**config.mk**
```make
export PLATFORM = sky130hd
export DESIGN_NAME = memory_view_pixel_fetcher
export DESIGN_NICKNAME = d
export VERILOG_FILES = /design/src/rtl/core/mvpf_pkg.sv /design/src/rtl/core/mvpf_csr.sv /design/src/rtl/core/mvpf_walk.sv /design/src/rtl/core/memory_view_pixel_fetcher.sv
export SDC_FILE = /design/constraint.sdc
export NUM_CORES = 1
export LEC_CHECK = 0
export ABC_AREA = 0
export BUFFER_PORTS_ARGS = -buffer_cell sky130_fd_sc_hd__buf_2
export CAP_MARGIN = 25
export CORE_MARGIN = 4
export CORE_UTILIZATION = 57
export DETAILED_ROUTE_END_ITERATION = 8
export PLACE_DENSITY = 0.78
export SLEW_MARGIN = 10
export SYNTH_ARGS = -nofsm -noshare
export SYNTH_HDL_FRONTEND = slang
export SYNTH_SLANG_ARGS = --single-unit
```
**constraint.sdc**
```tcl
create_clock -name clock -period 5 [get_ports clock]
set_input_delay 1 -clock clock [delete_from_list [all_inputs] [get_ports clock]]
set_output_delay 1 -clock clock [all_outputs]
set_load 0.01 [all_outputs]
```
**src/rtl/core/mvpf_pkg.sv**
```systemverilog
// shared types, codes and helper functions for the memory view pixel fetcher
package mvpf_pkg;

   localparam logic [7:0] MAX_BYTES_WIDE = 8'd255;
   localparam logic [8:0] MAX_LINES      = 9'd511;

   localparam logic [4:0] SPR_LINES = 5'd21;
   localparam logic [1:0] SPR_BYTES = 2'd3;

   localparam logic [2:0] MODE_LINES   = 3'd0;
   localparam logic [2:0] MODE_COLUMNS = 3'd1;
   localparam logic [2:0] MODE_TILES   = 3'd2;
   localparam logic [2:0] MODE_SPRITES = 3'd3;
   localparam logic [2:0] MODE_TEXT    = 3'd4;

   localparam logic [2:0] REG_LAYOUT_MODE  = 3'd0;
   localparam logic [2:0] REG_DISPLAY_BASE = 3'd1;
   localparam logic [2:0] REG_FONT_BASE    = 3'd2;
   localparam logic [2:0] REG_BYTES_WIDE   = 3'd3;
   localparam logic [2:0] REG_LINES_HIGH   = 3'd4;

   localparam logic [2:0]  RESET_LAYOUT_MODE  = MODE_TEXT;
   localparam logic [15:0] RESET_DISPLAY_BASE = 16'd1024;
   localparam logic [15:0] RESET_FONT_BASE    = 16'd61440;
   localparam logic [7:0]  RESET_BYTES_WIDE   = 8'd40;
   localparam logic [8:0]  RESET_LINES_HIGH   = 9'd200;

   typedef struct packed {
      logic [2:0]  layout_mode;
      logic [15:0] display_base;
      logic [15:0] font_base;
      logic [7:0]  width;
      logic [8:0]  lines;
      logic [6:0]  sprite_cols;
      logic [4:0]  sprite_rows;
   } cfg_type;

   typedef struct packed {
      logic        frame_active;
      logic        char_phase;
      logic [15:0] fetch_pointer;
      logic [15:0] font_pointer;
      logic [8:0]  row_count;
      logic [7:0]  column_count;
      logic [4:0]  subline_count;
      logic [1:0]  slot_count;
      logic [6:0]  sprite_columns;
      logic [4:0]  sprite_rows;
   } state_type;

   typedef struct packed {
      logic        fetch_valid;
      logic [15:0] fetch_address;
      logic        pixel_valid;
      logic [8:0]  pixel_line;
      logic [7:0]  pixel_byte_column;
      logic [7:0]  pixel_pattern;
      logic        frame_done;
   } result_type;

   function automatic logic [7:0] clamp_width(input logic [7:0] w);
      return (w < MAX_BYTES_WIDE) ? w : MAX_BYTES_WIDE;
   endfunction

   function automatic logic [8:0] clamp_lines(input logic [8:0] h);
      return (h < MAX_LINES) ? h : MAX_LINES;
   endfunction

   // floor(w / 3) for any 8-bit w, by reciprocal multiply
   function automatic logic [6:0] div_by_3(input logic [7:0] w);
      logic [15:0] p;
      p = {8'd0, w} * 16'd171;
      return p[15:9];
   endfunction

   // floor(h / 21) for h below 512, by reciprocal multiply
   function automatic logic [4:0] div_by_21(input logic [8:0] h);
      logic [19:0] p;
      p = {11'd0, h} * 20'd1561;
      return p[19:15];
   endfunction

endpackage

```
**src/rtl/core/mvpf_csr.sv**
```systemverilog
// configuration registers with clamped limits and sprite grid counts
module mvpf_csr (
   input  logic                 clock,
   input  logic                 reset,
   input  logic                 csr_valid,
   output logic                 csr_ready,
   input  logic [2:0]           csr_index,
   input  logic [15:0]          csr_data,
   output mvpf_pkg::cfg_type    cfg
);

   mvpf_pkg::cfg_type cfg_ff;
   mvpf_pkg::cfg_type cfg_in;
   logic [7:0]        new_width;
   logic [8:0]        new_lines;

   assign csr_ready = 1'b1;
   assign new_width = mvpf_pkg::clamp_width(csr_data[7:0]);
   assign new_lines = mvpf_pkg::clamp_lines(csr_data[8:0]);

   always_comb begin
      cfg_in = cfg_ff;
      if (csr_valid) begin
         case (csr_index)
            mvpf_pkg::REG_LAYOUT_MODE: begin
               cfg_in.layout_mode = csr_data[2:0];
            end
            mvpf_pkg::REG_DISPLAY_BASE: begin
               cfg_in.display_base = csr_data;
            end
            mvpf_pkg::REG_FONT_BASE: begin
               cfg_in.font_base = csr_data;
            end
            mvpf_pkg::REG_BYTES_WIDE: begin
               cfg_in.width       = new_width;
               cfg_in.sprite_cols = mvpf_pkg::div_by_3(new_width);
            end
            mvpf_pkg::REG_LINES_HIGH: begin
               cfg_in.lines       = new_lines;
               cfg_in.sprite_rows = mvpf_pkg::div_by_21(new_lines);
            end
            default: begin
               cfg_in = cfg_ff;
            end
         endcase
      end
   end

   always_ff @(posedge clock) begin
      if (reset) begin
         cfg_ff.layout_mode  <= mvpf_pkg::RESET_LAYOUT_MODE;
         cfg_ff.display_base <= mvpf_pkg::RESET_DISPLAY_BASE;
         cfg_ff.font_base    <= mvpf_pkg::RESET_FONT_BASE;
         cfg_ff.width        <= mvpf_pkg::clamp_width(mvpf_pkg::RESET_BYTES_WIDE);
         cfg_ff.lines        <= mvpf_pkg::clamp_lines(mvpf_pkg::RESET_LINES_HIGH);
         cfg_ff.sprite_cols  <= mvpf_pkg::div_by_3(
                                   mvpf_pkg::clamp_width(mvpf_pkg::RESET_BYTES_WIDE));
         cfg_ff.sprite_rows  <= mvpf_pkg::div_by_21(
                                   mvpf_pkg::clamp_lines(mvpf_pkg::RESET_LINES_HIGH));
      end else begin
         cfg_ff <= cfg_in;
      end
   end

   assign cfg = cfg_ff;

endmodule

```
**src/rtl/core/mvpf_walk.sv**
```systemverilog
// next walk state and result for one transfer, all layouts
module mvpf_walk (
   input  mvpf_pkg::cfg_type    cfg,
   input  mvpf_pkg::state_type  cur,
   input  logic                 start_req,
   input  logic [7:0]           read_data,
   output mvpf_pkg::state_type  nxt,
   output mvpf_pkg::result_type res
);

   logic [15:0] fp_inc;
   logic [7:0]  col_inc;
   logic [8:0]  row_inc;
   logic [4:0]  sub_inc;
   logic [5:0]  sub_wide;
   logic [1:0]  slot_inc;
   logic [6:0]  scol_inc;
   logic [4:0]  srow_inc;
   logic [8:0]  tile_line;
   logic [9:0]  spr_row_mul;
   logic [8:0]  spr_line;
   logic [7:0]  spr_col;
   logic [4:0]  t_sub;
   logic [7:0]  t_col;
   logic [8:0]  t_row;
   logic        t_end;
   logic        empty;
   logic        ended;

   assign fp_inc      = cur.fetch_pointer + 16'd1;
   assign col_inc     = cur.column_count + 8'd1;
   assign row_inc     = cur.row_count + 9'd1;
   assign sub_inc     = cur.subline_count + 5'd1;
   assign sub_wide    = {1'b0, cur.subline_count} + 6'd1;
   assign slot_inc    = cur.slot_count + 2'd1;
   assign scol_inc    = cur.sprite_columns + 7'd1;
   assign srow_inc    = cur.sprite_rows + 5'd1;
   assign tile_line   = {cur.row_count[5:0], 3'b000} + {4'd0, cur.subline_count};
   assign spr_row_mul = {5'd0, cur.sprite_rows} * {5'd0, mvpf_pkg::SPR_LINES};
   assign spr_line    = spr_row_mul[8:0] + {4'd0, cur.subline_count};
   assign spr_col     = ({1'b0, cur.sprite_columns} * {6'd0, mvpf_pkg::SPR_BYTES})
                        + {6'd0, cur.slot_count};

   // tile and text byte grid: eight sublines, then columns, then rows of eight lines
   always_comb begin
      t_sub = sub_inc;
      t_col = cur.column_count;
      t_row = cur.row_count;
      t_end = 1'b0;
      if (sub_inc >= 5'd8) begin
         t_sub = 5'd0;
         t_col = col_inc;
         if (col_inc >= cfg.width) begin
            t_col = 8'd0;
            t_row = row_inc;
            t_end = (row_inc >= {3'd0, cfg.lines[8:3]});
         end
      end
   end

   always_comb begin
      case (cfg.layout_mode)
         mvpf_pkg::MODE_LINES, mvpf_pkg::MODE_COLUMNS: begin
            empty = (cfg.width == 8'd0) || (cfg.lines == 9'd0);
         end
         mvpf_pkg::MODE_TILES, mvpf_pkg::MODE_TEXT: begin
            empty = (cfg.width == 8'd0) || (cfg.lines[8:3] == 6'd0);
         end
         mvpf_pkg::MODE_SPRITES: begin
            empty = (cfg.sprite_cols == 7'd0) || (cfg.sprite_rows == 5'd0);
         end
         default: begin
            empty = 1'b1;
         end
      endcase
   end

   always_comb begin
      nxt   = cur;
      res   = '0;
      ended = 1'b0;
      if (start_req) begin
         nxt                = '0;
         nxt.fetch_pointer  = cfg.display_base;
         if (empty) begin
            res.frame_done = 1'b1;
         end else begin
            nxt.frame_active  = 1'b1;
            res.fetch_valid   = 1'b1;
            res.fetch_address = cfg.display_base;
         end
      end else if (cur.frame_active) begin
         case (cfg.layout_mode)
            mvpf_pkg::MODE_LINES: begin
               res.pixel_valid       = 1'b1;
               res.pixel_line        = cur.row_count;
               res.pixel_byte_column = cur.column_count;
               res.pixel_pattern     = read_data;
               nxt.fetch_pointer     = fp_inc;
               nxt.column_count      = col_inc;
               if (col_inc >= cfg.width) begin
                  nxt.column_count = 8'd0;
                  nxt.row_count    = row_inc;
                  ended            = (row_inc >= cfg.lines);
               end
               res.fetch_address = fp_inc;
            end
            mvpf_pkg::MODE_COLUMNS: begin
               res.pixel_valid       = 1'b1;
               res.pixel_line        = cur.row_count;
               res.pixel_byte_column = cur.column_count;
               res.pixel_pattern     = read_data;
               nxt.fetch_pointer     = fp_inc;
               nxt.row_count         = row_inc;
               if (row_inc >= cfg.lines) begin
                  nxt.row_count    = 9'd0;
                  nxt.column_count = col_inc;
                  ended            = (col_inc >= cfg.width);
               end
               res.fetch_address = fp_inc;
            end
            mvpf_pkg::MODE_TILES: begin
               res.pixel_valid       = 1'b1;
               res.pixel_line        = tile_line;
               res.pixel_byte_column = cur.column_count;
               res.pixel_pattern     = read_data;
               nxt.fetch_pointer     = fp_inc;
               nxt.subline_count     = t_sub;
               nxt.column_count      = t_col;
               nxt.row_count         = t_row;
               ended                 = t_end;
               res.fetch_address     = fp_inc;
            end
            mvpf_pkg::MODE_SPRITES: begin
               res.pixel_valid       = 1'b1;
               res.pixel_line        = spr_line;
               res.pixel_byte_column = spr_col;
               res.pixel_pattern     = read_data;
               nxt.fetch_pointer     = fp_inc;
               nxt.slot_count        = slot_inc;
               if (slot_inc >= mvpf_pkg::SPR_BYTES) begin
                  nxt.slot_count    = 2'd0;
                  nxt.subline_count = sub_inc;
                  if (sub_inc >= mvpf_pkg::SPR_LINES) begin
                     // skip the pad byte at the end of each sprite
                     nxt.subline_count  = 5'd0;
                     nxt.fetch_pointer  = fp_inc + 16'd1;
                     nxt.sprite_columns = scol_inc;
                     if (scol_inc >= cfg.sprite_cols) begin
                        nxt.sprite_columns = 7'd0;
                        nxt.sprite_rows    = srow_inc;
                        ended              = (srow_inc >= cfg.sprite_rows);
                     end
                  end
               end
               res.fetch_address = nxt.fetch_pointer;
            end
            mvpf_pkg::MODE_TEXT: begin
               if (!cur.char_phase) begin
                  nxt.font_pointer  = cfg.font_base + {5'd0, read_data, 3'b000};
                  nxt.fetch_pointer = fp_inc;
                  nxt.char_phase    = 1'b1;
                  nxt.subline_count = 5'd0;
                  res.fetch_address = nxt.font_pointer;
               end else begin
                  res.pixel_valid       = 1'b1;
                  res.pixel_line        = tile_line;
                  res.pixel_byte_column = cur.column_count;
                  res.pixel_pattern     = read_data;
                  nxt.font_pointer      = cur.font_pointer + 16'd1;
                  nxt.char_phase        = (sub_wide < 6'd8);
                  nxt.subline_count     = t_sub;
                  nxt.column_count      = t_col;
                  nxt.row_count         = t_row;
                  ended                 = t_end;
                  res.fetch_address     = nxt.char_phase ? nxt.font_pointer
                                                         : cur.fetch_pointer;
               end
            end
            default: begin
               ended = 1'b1;
            end
         endcase
         if (ended) begin
            nxt.frame_active  = 1'b0;
            nxt.char_phase    = 1'b0;
            res.frame_done    = 1'b1;
            res.fetch_address = 16'd0;
         end else begin
            res.fetch_valid = 1'b1;
         end
      end
   end

endmodule

```
**src/rtl/core/memory_view_pixel_fetcher.sv**
```systemverilog
// memory view pixel fetcher top level: input register, walk logic, result register
// Takes one transfer per cycle unless rsp_tready holds the result register: a start
// transfer (req_tuser set) opens a frame and the result carries the first fetch
// address; every later transfer carries the byte read for the previous fetch and
// gets back the next fetch address plus, for pattern bytes, the destination line,
// byte column and eight pixels. Each transfer passes through the input register,
// the combinational walk logic and the result register. Configuration writes are
// taken at once and are meant for idle.
module memory_view_pixel_fetcher (
   input  logic        clock,
   input  logic        reset,
   input  logic        req_tvalid,
   output logic        req_tready,
   input  logic [7:0]  req_tdata,   // read_data
   input  logic        req_tuser,   // start_req
   output logic        rsp_tvalid,
   input  logic        rsp_tready,
   output logic [47:0] rsp_tdata,   // fetch_address, pixel_line, pixel_byte_column,
                                    // pixel_pattern, zero pad
   output logic [1:0]  rsp_tuser,   // fetch_valid, pixel_valid
   output logic        rsp_tlast,   // frame_done
   input  logic        csr_valid,
   output logic        csr_ready,
   input  logic [2:0]  csr_index,
   input  logic [15:0] csr_data
);

   mvpf_pkg::cfg_type    cfg;
   mvpf_pkg::state_type  state_ff;
   mvpf_pkg::state_type  state_in;
   mvpf_pkg::result_type res_in;
   mvpf_pkg::result_type res_ff;

   logic       in_valid_ff;
   logic       in_start_ff;
   logic [7:0] in_data_ff;
   logic       out_valid_ff;
   logic       advance;

   mvpf_csr u_csr (
      .clock     (clock),
      .reset     (reset),
      .csr_valid (csr_valid),
      .csr_ready (csr_ready),
      .csr_index (csr_index),
      .csr_data  (csr_data),
      .cfg       (cfg)
   );

   mvpf_walk u_walk (
      .cfg       (cfg),
      .cur       (state_ff),
      .start_req (in_start_ff),
      .read_data (in_data_ff),
      .nxt       (state_in),
      .res       (res_in)
   );

   assign advance    = in_valid_ff && (!out_valid_ff || rsp_tready);
   assign req_tready = !in_valid_ff || advance;

   always_ff @(posedge clock) begin
      if (reset) begin
         in_valid_ff <= 1'b0;
      end else if (req_tready) begin
         in_valid_ff <= req_tvalid;
      end
   end

   always_ff @(posedge clock) begin
      if (req_tready && req_tvalid) begin
         in_start_ff <= req_tuser;
         in_data_ff  <= req_tdata;
      end
   end

   always_ff @(posedge clock) begin
      if (reset) begin
         state_ff     <= '0;
         out_valid_ff <= 1'b0;
      end else begin
         if (advance) begin
            state_ff     <= state_in;
            out_valid_ff <= 1'b1;
         end else if (rsp_tready) begin
            out_valid_ff <= 1'b0;
         end
      end
   end

   always_ff @(posedge clock) begin
      if (advance) begin
         res_ff <= res_in;
      end
   end

   assign rsp_tvalid = out_valid_ff;
   assign rsp_tdata  = {7'd0, res_ff.pixel_pattern, res_ff.pixel_byte_column,
                        res_ff.pixel_line, res_ff.fetch_address};
   assign rsp_tuser  = {res_ff.pixel_valid, res_ff.fetch_valid};
   assign rsp_tlast  = res_ff.frame_done;

   // a frame end never asks for another fetch
   assert property (@(posedge clock) disable iff (reset)
      out_valid_ff && res_ff.frame_done |-> !res_ff.fetch_valid)
      else $error("frame end result carries a fetch");

   // pixels are either followed by a fetch or close the frame
   assert property (@(posedge clock) disable iff (reset)
      out_valid_ff && res_ff.pixel_valid |-> res_ff.fetch_valid || res_ff.frame_done)
      else $error("pixel result with no fetch and no frame end");

   // the frame closes once its last result is formed
   assert property (@(posedge clock) disable iff (reset)
      advance && res_in.frame_done |=> !state_ff.frame_active)
      else $error("frame still open after its end");

   // text phase is only held inside an open frame
   assert property (@(posedge clock) disable iff (reset)
      !state_ff.frame_active |-> !state_ff.char_phase)
      else $error("character phase set with no open frame");

endmodule

```
==> impl_metrics.env, run 1 <==
export IMPL_crit_start="csr_data[6]"
export IMPL_min_period_ns=4.78
export IMPL_vdd_drop_max_uv=174
export IMPL_p_leak_nw=6.93
export IMPL_clock_sinks=189
export IMPL_grt_pass1_vias=12404
export IMPL_antenna_found_initial=0
export IMPL_synth_adder_area_share_pct=19.4
export IMPL_gr_total_overflow=0
export IMPL_hpwl_mm=30.0
export IMPL_io_pins=87
export IMPL_ys_types=83
export IMPL_synth_top_family_by_area="adder cells"
export IMPL_synth_flop_cell="dfxtp_1"
export IMPL_holdWs_ns=0.455
export IMPL_vias_per_cell=6.16
export IMPL_final_max_slew_viol_count=0
export IMPL_critPathTopFamily="adder cells"
export IMPL_final_core_util_pct=64.0
export IMPL_htree_levels=4
export IMPL_wire_per_inst_um=18.6
export IMPL_cp_num_cells=17
export IMPL_synth_compound_area_share_pct=19.2
export IMPL_crit_type="in2reg"
export IMPL_rsz0062_at_grt="false"
export IMPL_outcome="finished clean"
export IMPL_crit_buf_inv=3
export IMPL_worstRegToRegCells=12
export IMPL_clock_path_buffers=2
export IMPL_final_hold_violation_count=0
export IMPL_drv_cap=0
export IMPL_postPlaceCellArea_mm2=0.0154
export IMPL_cts_setup_buffers=0
export IMPL_synthXorXnorAreaFrac_pct=6.14
export IMPL_path_cells="buf_2, ha_1, nand4_1, nand2b_1, ha_1, fa_1, fa_1, inv_1, fa_1, inv_1, ha_1, a2111o_1, a311o_1, a31o_2, a21oi_1, xor2_1, o21ai_0"
export IMPL_syn2layout_area_growth_pct=10.7
export IMPL_async_flop_share_pct=0
export IMPL_grt_usage_pct=27.9
export IMPL_fin_ws_ns=0.221
export IMPL_setup_viol=0
export IMPL_synth_edff_count=53
export IMPL_synth_simple_area_share_pct=18.7
export IMPL_hold_class="reg2reg"
export IMPL_rows=58
export IMPL_die_area_mm2=0.0282
export IMPL_num_fill_cells=2079
export IMPL_power_density_mw_per_mm2=246
export IMPL_tightest_slew_ns=1.01
export IMPL_drtPass1Iterations=6
export IMPL_r2r_end="rsp_tdata[3]$_DFFE_PP_"
export IMPL_crit_path_max_incr_delay_ns=0.53
export IMPL_die_w_um=168
export IMPL_clk_insertion_delay_late_ns=0.45
export IMPL_grt_pass1_wl_mm=64.8
export IMPL_final_net_count=2040
export IMPL_pre_cts_ws_ns=-0.226
export IMPL_routabilityCongestion=0.928
export IMPL_drive_gt1_share_pct=11.0
export IMPL_core_area_mm2=0.0252
export IMPL_crit_end="u_csr.cfg[8]$_SDFFE_PP1P_"
export IMPL_io_buffers=78
export IMPL_endpoint_kind="register"
export IMPL_clkSlewWorstSetupHoldPaths_ns=0.08
export IMPL_cts_buffers=17
export IMPL_start_kind="primary input"
export IMPL_cts_tree="built"
export IMPL_drcViolationCount=0
export IMPL_critPathMaxFanout=4
export IMPL_diodes=0
export IMPL_synthMuxAreaShare_pct=0.481
export IMPL_yosys_warnings=0
export IMPL_drtIter0Drc=1670
export IMPL_avgSynthCellArea_um2=8.41
export IMPL_fin_worst_skew_ns=0.0170
export IMPL_r2r_slack_ns=0.97
export IMPL_required_ns=5.31
export IMPL_postRouteWirelength_mm=39.8
export IMPL_die_h_um=168
export IMPL_max_slew_margin_pct=32.1
export IMPL_synthCells=1732
export IMPL_r2r_start="state_ff[27]$_SDFFE_PP0P_"
export IMPL_critPathSlowestCell="fa_1"
export IMPL_finalInstanceArea_mm2=0.0161
export IMPL_yosysSeqAreaShare_pct=29.6
export IMPL_timing_final_crit_share_pct=95.6
export IMPL_grt_max_degree=63
export IMPL_syn_cell_area_mm2=0.0146
export IMPL_worst_endpoint_arrival_ns=5.09
export IMPL_cts_root_buf="clkbuf_16"
export IMPL_via_count=13185
export IMPL_ys_ff_latch=189
export IMPL_ant_nets=0
export IMPL_total_power_mw=3.97
export IMPL_fmax_ghz=0.209
export IMPL_start_util_pct=57.8
-- flip-flops by register name (all words and copies together), names as in the netlist --
register	count
in_data_ff	8
in_start_ff	1
in_valid_ff	1
rsp_tdata	41
rsp_tlast	1
rsp_tuser	2
rsp_tvalid	1
state_ff	70
u_csr.cfg	64
-- worst min-delay path by stage --
stage	startpoint	cells after the start	to	slack, ns
2_1_floorplan	u_csr.cfg[29]$_SDFFE_PP0P_	2	u_csr.cfg[29]$_SDFFE_PP0P_	0.43
3_3_place_gp	u_csr.cfg[31]$_SDFFE_PP0P_	2	u_csr.cfg[31]$_SDFFE_PP0P_	0.44
3_5_place_dp	u_csr.cfg[2]$_SDFFE_PP0P_	2	u_csr.cfg[2]$_SDFFE_PP0P_	0.45
4_1_cts	u_csr.cfg[2]$_SDFFE_PP0P_	2	u_csr.cfg[2]$_SDFFE_PP0P_	0.46
5_1_grt	u_csr.cfg[2]$_SDFFE_PP0P_	2	u_csr.cfg[2]$_SDFFE_PP0P_	0.48
6_report	u_csr.cfg[2]$_SDFFE_PP0P_	2	u_csr.cfg[2]$_SDFFE_PP0P_	0.46
-- cells in the mapped netlist, drive strengths merged, types with 4 or more instances --
| library cell | count | area (um2) |
|---|---|---|
| nand2 | 188 | 706 |
| ha | 179 | 2240 |
| inv | 138 | 518 |
| a21oi | 137 | 686 |
| dfxtp | 136 | 2720 |
| nor2 | 130 | 488 |
| clkbuf | 69 | 260 |
| o21ai | 66 | 330 |
| xnor2 | 59 | 517 |
| nand3 | 57 | 285 |
| edfxtp | 53 | 1590 |
| xor2 | 43 | 377 |
| a22oi | 35 | 263 |
| nor3 | 33 | 165 |
| buf | 29 | 165 |
| fa | 29 | 581 |
| nand2b | 28 | 183 |
| a21o | 24 | 180 |
| and2 | 19 | 119 |
| nand4 | 18 | 113 |
| a22o | 17 | 149 |
| and3 | 17 | 106 |
| a31oi | 16 | 100 |
| o211ai | 16 | 120 |
| a211oi | 15 | 113 |
| nor4 | 15 | 113 |
| nor2b | 12 | 75.1 |
| o22ai | 12 | 75.1 |
| nand3b | 11 | 86.3 |
| or3 | 11 | 68.8 |
| a32oi | 9 | 78.8 |
| a222oi | 8 | 80.1 |
| mux2i | 7 | 70.1 |
| o31ai | 7 | 52.6 |
| and4 | 6 | 52.6 |
| or2 | 6 | 37.5 |
| a31o | 5 | 43.8 |
| a211o | 4 | 35.0 |
| a221oi | 4 | 35.0 |
| a311oi | 4 | 41.3 |
-- cells by family after synthesis --
group / count (synthesis)
AOI/OAI and AO/OA: 422
xor gates and xnor gates: 102
adders and majority gates: 208
buffers and inverters: 237
DFF: 189
muxes: 7
other: 2
and+or+nand+nor: 565
-- worst min-delay path: cells and delay by family, from the launching register on --
kind             cells  cell delay [ns]
flip-flops           1             0.31
AND/OR/NAND/NOR      1             0.05
AO/OA/AOI/OAI        1             0.05
-- per-stage QoR --
step	setup TNS (ns)	cells
finish	0	2142
global route	0	2142
CTS	0	2142
detailed placement	-1.21	2110
global placement	-0.371	2109
floorplan	0	1738
-- final cells by class --
class	instances	area (um2)	area share, %
clock buffer	17	425	2.64
clock inverter	15	234	1.45
inverter	139	522	3.24
multi-input combinational	1312	9340	58.0
sequential	189	4310	26.8
tap	330	413	2.56
timing repair buffer	140	862	5.35
-- power by group --
part | leakage (nW) | internal [mW] | switching (mW)
clock | 0.314 | 0.715 | 0.765
sequential | 1.61 | 1.62 | 0.0467
combinational | 5.01 | 0.348 | 0.478
total | 6.93 | 2.68 | 1.29
-- metal layers --
layer	GRT usage [%]	share of wire [%]
met1	40.3	44
met3	5.02	9.1
met5	0	0
met2	43.7	45
met4	6.95	2.0
-- cells in the final DEF, fill, tap and decap left out, drive strengths merged, types with 6 or more instances in the layout --
cell type | Yosys | layout
nor2b | 12 | 12
mux2i | 7 | 7
inv | 138 | 147
a211oi | 15 | 15
a22o | 17 | 17
nand2 | 188 | 188
and3 | 17 | 17
and2 | 19 | 19
nand4 | 18 | 18
nor2 | 130 | 130
o211ai | 16 | 16
conb | 2 | 8
o22ai | 12 | 12
a31oi | 16 | 16
o31ai | 7 | 7
a32oi | 9 | 9
clkbuf | 69 | 17
o21ai | 66 | 66
nand2b | 28 | 28
edfxtp | 53 | 53
a222oi | 8 | 8
or2 | 6 | 6
or3 | 11 | 11
a21oi | 137 | 137
nand3 | 57 | 57
fa | 29 | 29
nor3 | 33 | 33
a22oi | 35 | 35
ha | 179 | 179
a21o | 24 | 24
buf | 29 | 140
nand3b | 11 | 11
nor4 | 15 | 15
clkinv | 1 | 7
dfxtp | 136 | 136
xor2 | 43 | 43
and4 | 6 | 6
xnor2 | 59 | 59
-- repair_timing --
action | in CTS | in global routing
resized for setup | 0 | 3
endpoints found under the setup margin | 0 | 1
hold buffers | 0 | 0
endpoints found under the hold margin | 0 | 0
Note: power is estimated with default switching activity, not from simulation.
==> run 2, diff against run 1 <==
--- a/config.mk
+++ b/config.mk
@@ -12,6 +12,7 @@
 export CORE_UTILIZATION = 57
 export DETAILED_ROUTE_END_ITERATION = 8
 export PLACE_DENSITY = 0.78
+export RECOVER_POWER = 100
 export SLEW_MARGIN = 10
 export SYNTH_ARGS = -nofsm -noshare
 export SYNTH_HDL_FRONTEND = slang
==> run 2 against run 1 <==
The run now ends with capacitance limit, slew limit left. Die area stayed put. Design area is 0.64% lower. Via count is 0.14% higher. Largest cell class unchanged. Sequential share of layout area is 0.17 points higher. Wire length is 0.58% higher. Clock power hardly changed. Largest power group unchanged. Hold slack hardly changed. Register-to-register slack worse by 0.48 ns. Flip-flop and latch count stayed put. Clock skew hardly changed. Global-route usage stayed put.
==> impl_metrics.env, run 2 (synthesis results as in run 1) <==
export IMPL_total_power_mw=3.96
export IMPL_drtPass1Iterations=7
export IMPL_endpoint_kind="register"
export IMPL_max_slew_margin_pct=-46.2
export IMPL_via_count=13204
export IMPL_top_register="state_ff"
export IMPL_cts_hold_fix_buffers=0
export IMPL_violations="capacitance limit, slew limit"
export IMPL_ant_nets=0
export IMPL_mostFrequentLayoutCells="nand2_1 (188), ha_1 (179), inv_1 (138)"
export IMPL_die_w_um=168
export IMPL_antenna_found_initial=0
export IMPL_fin_ws_ns=0.221
export IMPL_io_buffers=78
export IMPL_fmax_ghz=0.209
export IMPL_min_period_ns=4.78
export IMPL_tightest_slew_ns=2.19
export IMPL_drtIter0Drc=1649
export IMPL_vias_per_cell=6.16
export IMPL_pre_cts_ws_ns=-0.226
export IMPL_diodes=0
export IMPL_power_density_mw_per_mm2=248
export IMPL_setup_viol=0
export IMPL_grt_max_degree=63
export IMPL_cts_setup_buffers=0
export IMPL_clock_sinks=189
export IMPL_final_net_count=2040
export IMPL_final_core_util_pct=63.6
export IMPL_gr_total_overflow=0
export IMPL_routabilityCongestion=0.928
export IMPL_drv_cap=1
export IMPL_io_pins=87
export IMPL_critPathMaxFanout=4
export IMPL_p_leak_nw=6.76
export IMPL_drive_gt1_share_pct=7.89
export IMPL_clk_insertion_delay_late_ns=0.45
export IMPL_clkSlewWorstSetupHoldPaths_ns=0.08
export IMPL_start_util_pct=57.8
export IMPL_required_ns=5.31
export IMPL_worstRegToRegCells=9
export IMPL_cts_tree="built"
export IMPL_drcViolationCount=0
export IMPL_hold_class="reg2reg"
export IMPL_worst_endpoint_arrival_ns=5.09
export IMPL_rsz0062_at_grt="false"
export IMPL_grt_pass1_wl_mm=64.8
export IMPL_cts_buffers=17
export IMPL_cts_resized_gates=0
export IMPL_num_fill_cells=2121
export IMPL_fin_worst_skew_ns=0.0168
export IMPL_core_area_mm2=0.0252
export IMPL_final_max_slew_viol_count=47
export IMPL_grt_pass1_vias=12404
export IMPL_start_kind="primary input"
export IMPL_postRouteWirelength_mm=40.0
export IMPL_rows=58
export IMPL_largest_register_ff_count=70
export IMPL_wire_per_inst_um=18.7
export IMPL_outcome="finished with violations"
export IMPL_hpwl_mm=30.0
export IMPL_syn2layout_area_growth_pct=9.95
export IMPL_crit_type="in2reg"
export IMPL_grt_usage_pct=27.9
export IMPL_timing_final_crit_share_pct=95.6
export IMPL_layout_commonest_cell="nand2_1"
export IMPL_final_hold_violation_count=0
export IMPL_cts_root_buf="clkbuf_16"
export IMPL_vdd_drop_max_uv=173
export IMPL_die_area_mm2=0.0282
export IMPL_die_h_um=168
export IMPL_htree_levels=4
export IMPL_holdPathStages=2
export IMPL_clock_path_buffers=2
-- run 2: critical path, cell delays in order --
cell,delay (ns)
buf_2,0.13
ha_1,0.22
nand4_1,0.12
nand2b_1,0.10
ha_1,0.32
fa_1,0.50
fa_1,0.53
inv_1,0.06
fa_1,0.50
inv_1,0.04
ha_1,0.20
a2111o_1,0.31
a311o_1,0.37
a31o_2,0.26
a21oi_1,0.20
xor2_1,0.15
o21ai_0,0.08
-- run 2: power breakdown --
part	switching (mW)	internal, mW	total [mW]
sequential	0.0471	1.62	1.67
clock	0.766	0.715	1.48
combinational	0.479	0.339	0.817
total	1.29	2.67	3.96
-- run 2: through the flow --
stage | std cells | TNS, ns | instance area (um2) | hold WS (ns)
2_1_floorplan | 1738 | 0 | 14600 | 0.432
3_5_place_dp | 2110 | -1.21 | 15400 | 0.447
5_1_grt | 2142 | 0 | 16000 | 0.484
4_1_cts | 2142 | 0 | 16100 | 0.456
6_report | 2142 | 0 | 16000 | 0.455
3_3_place_gp | 2109 | -0.371 | 15400 | 0.443
-- run 2: path summary, 6_finish.rpt --
check,to,slack (ns),startpoint
setup / recovery,u_csr.cfg[8]$_SDFFE_PP1P_,0.22,csr_data[6]
hold / removal,u_csr.cfg[2]$_SDFFE_PP0P_,0.46,u_csr.cfg[2]$_SDFFE_PP0P_
hold reg to reg,u_csr.cfg[2]$_SDFFE_PP0P_,0.46,u_csr.cfg[2]$_SDFFE_PP0P_
setup reg to reg,state_ff[68]$_SDFFE_PP0P_,0.49,u_csr.cfg[63]$_SDFFE_PP1P_
-- run 2: routing by layer --
metal | wire [um] | vias to the layer above | global-route usage [%]
li1 | - | 6270 | -
met1 | 17600 | 6209 | 40.3
met2 | 17900 | 649 | 43.7
met3 | 3640 | 76 | 5.02
met4 | 882 | 0 | 6.95
met5 | 0 | - | 0
-- run 2: final cells by class --
class	count	area, um2	area share, %
clock buffers	17	425	2.66
multi-input cells	1312	9330	58.3
clock inverters	15	234	1.46
inverters	139	522	3.26
repair buffers	140	772	4.82
flip-flops and latches	189	4310	26.9
well taps	330	413	2.58
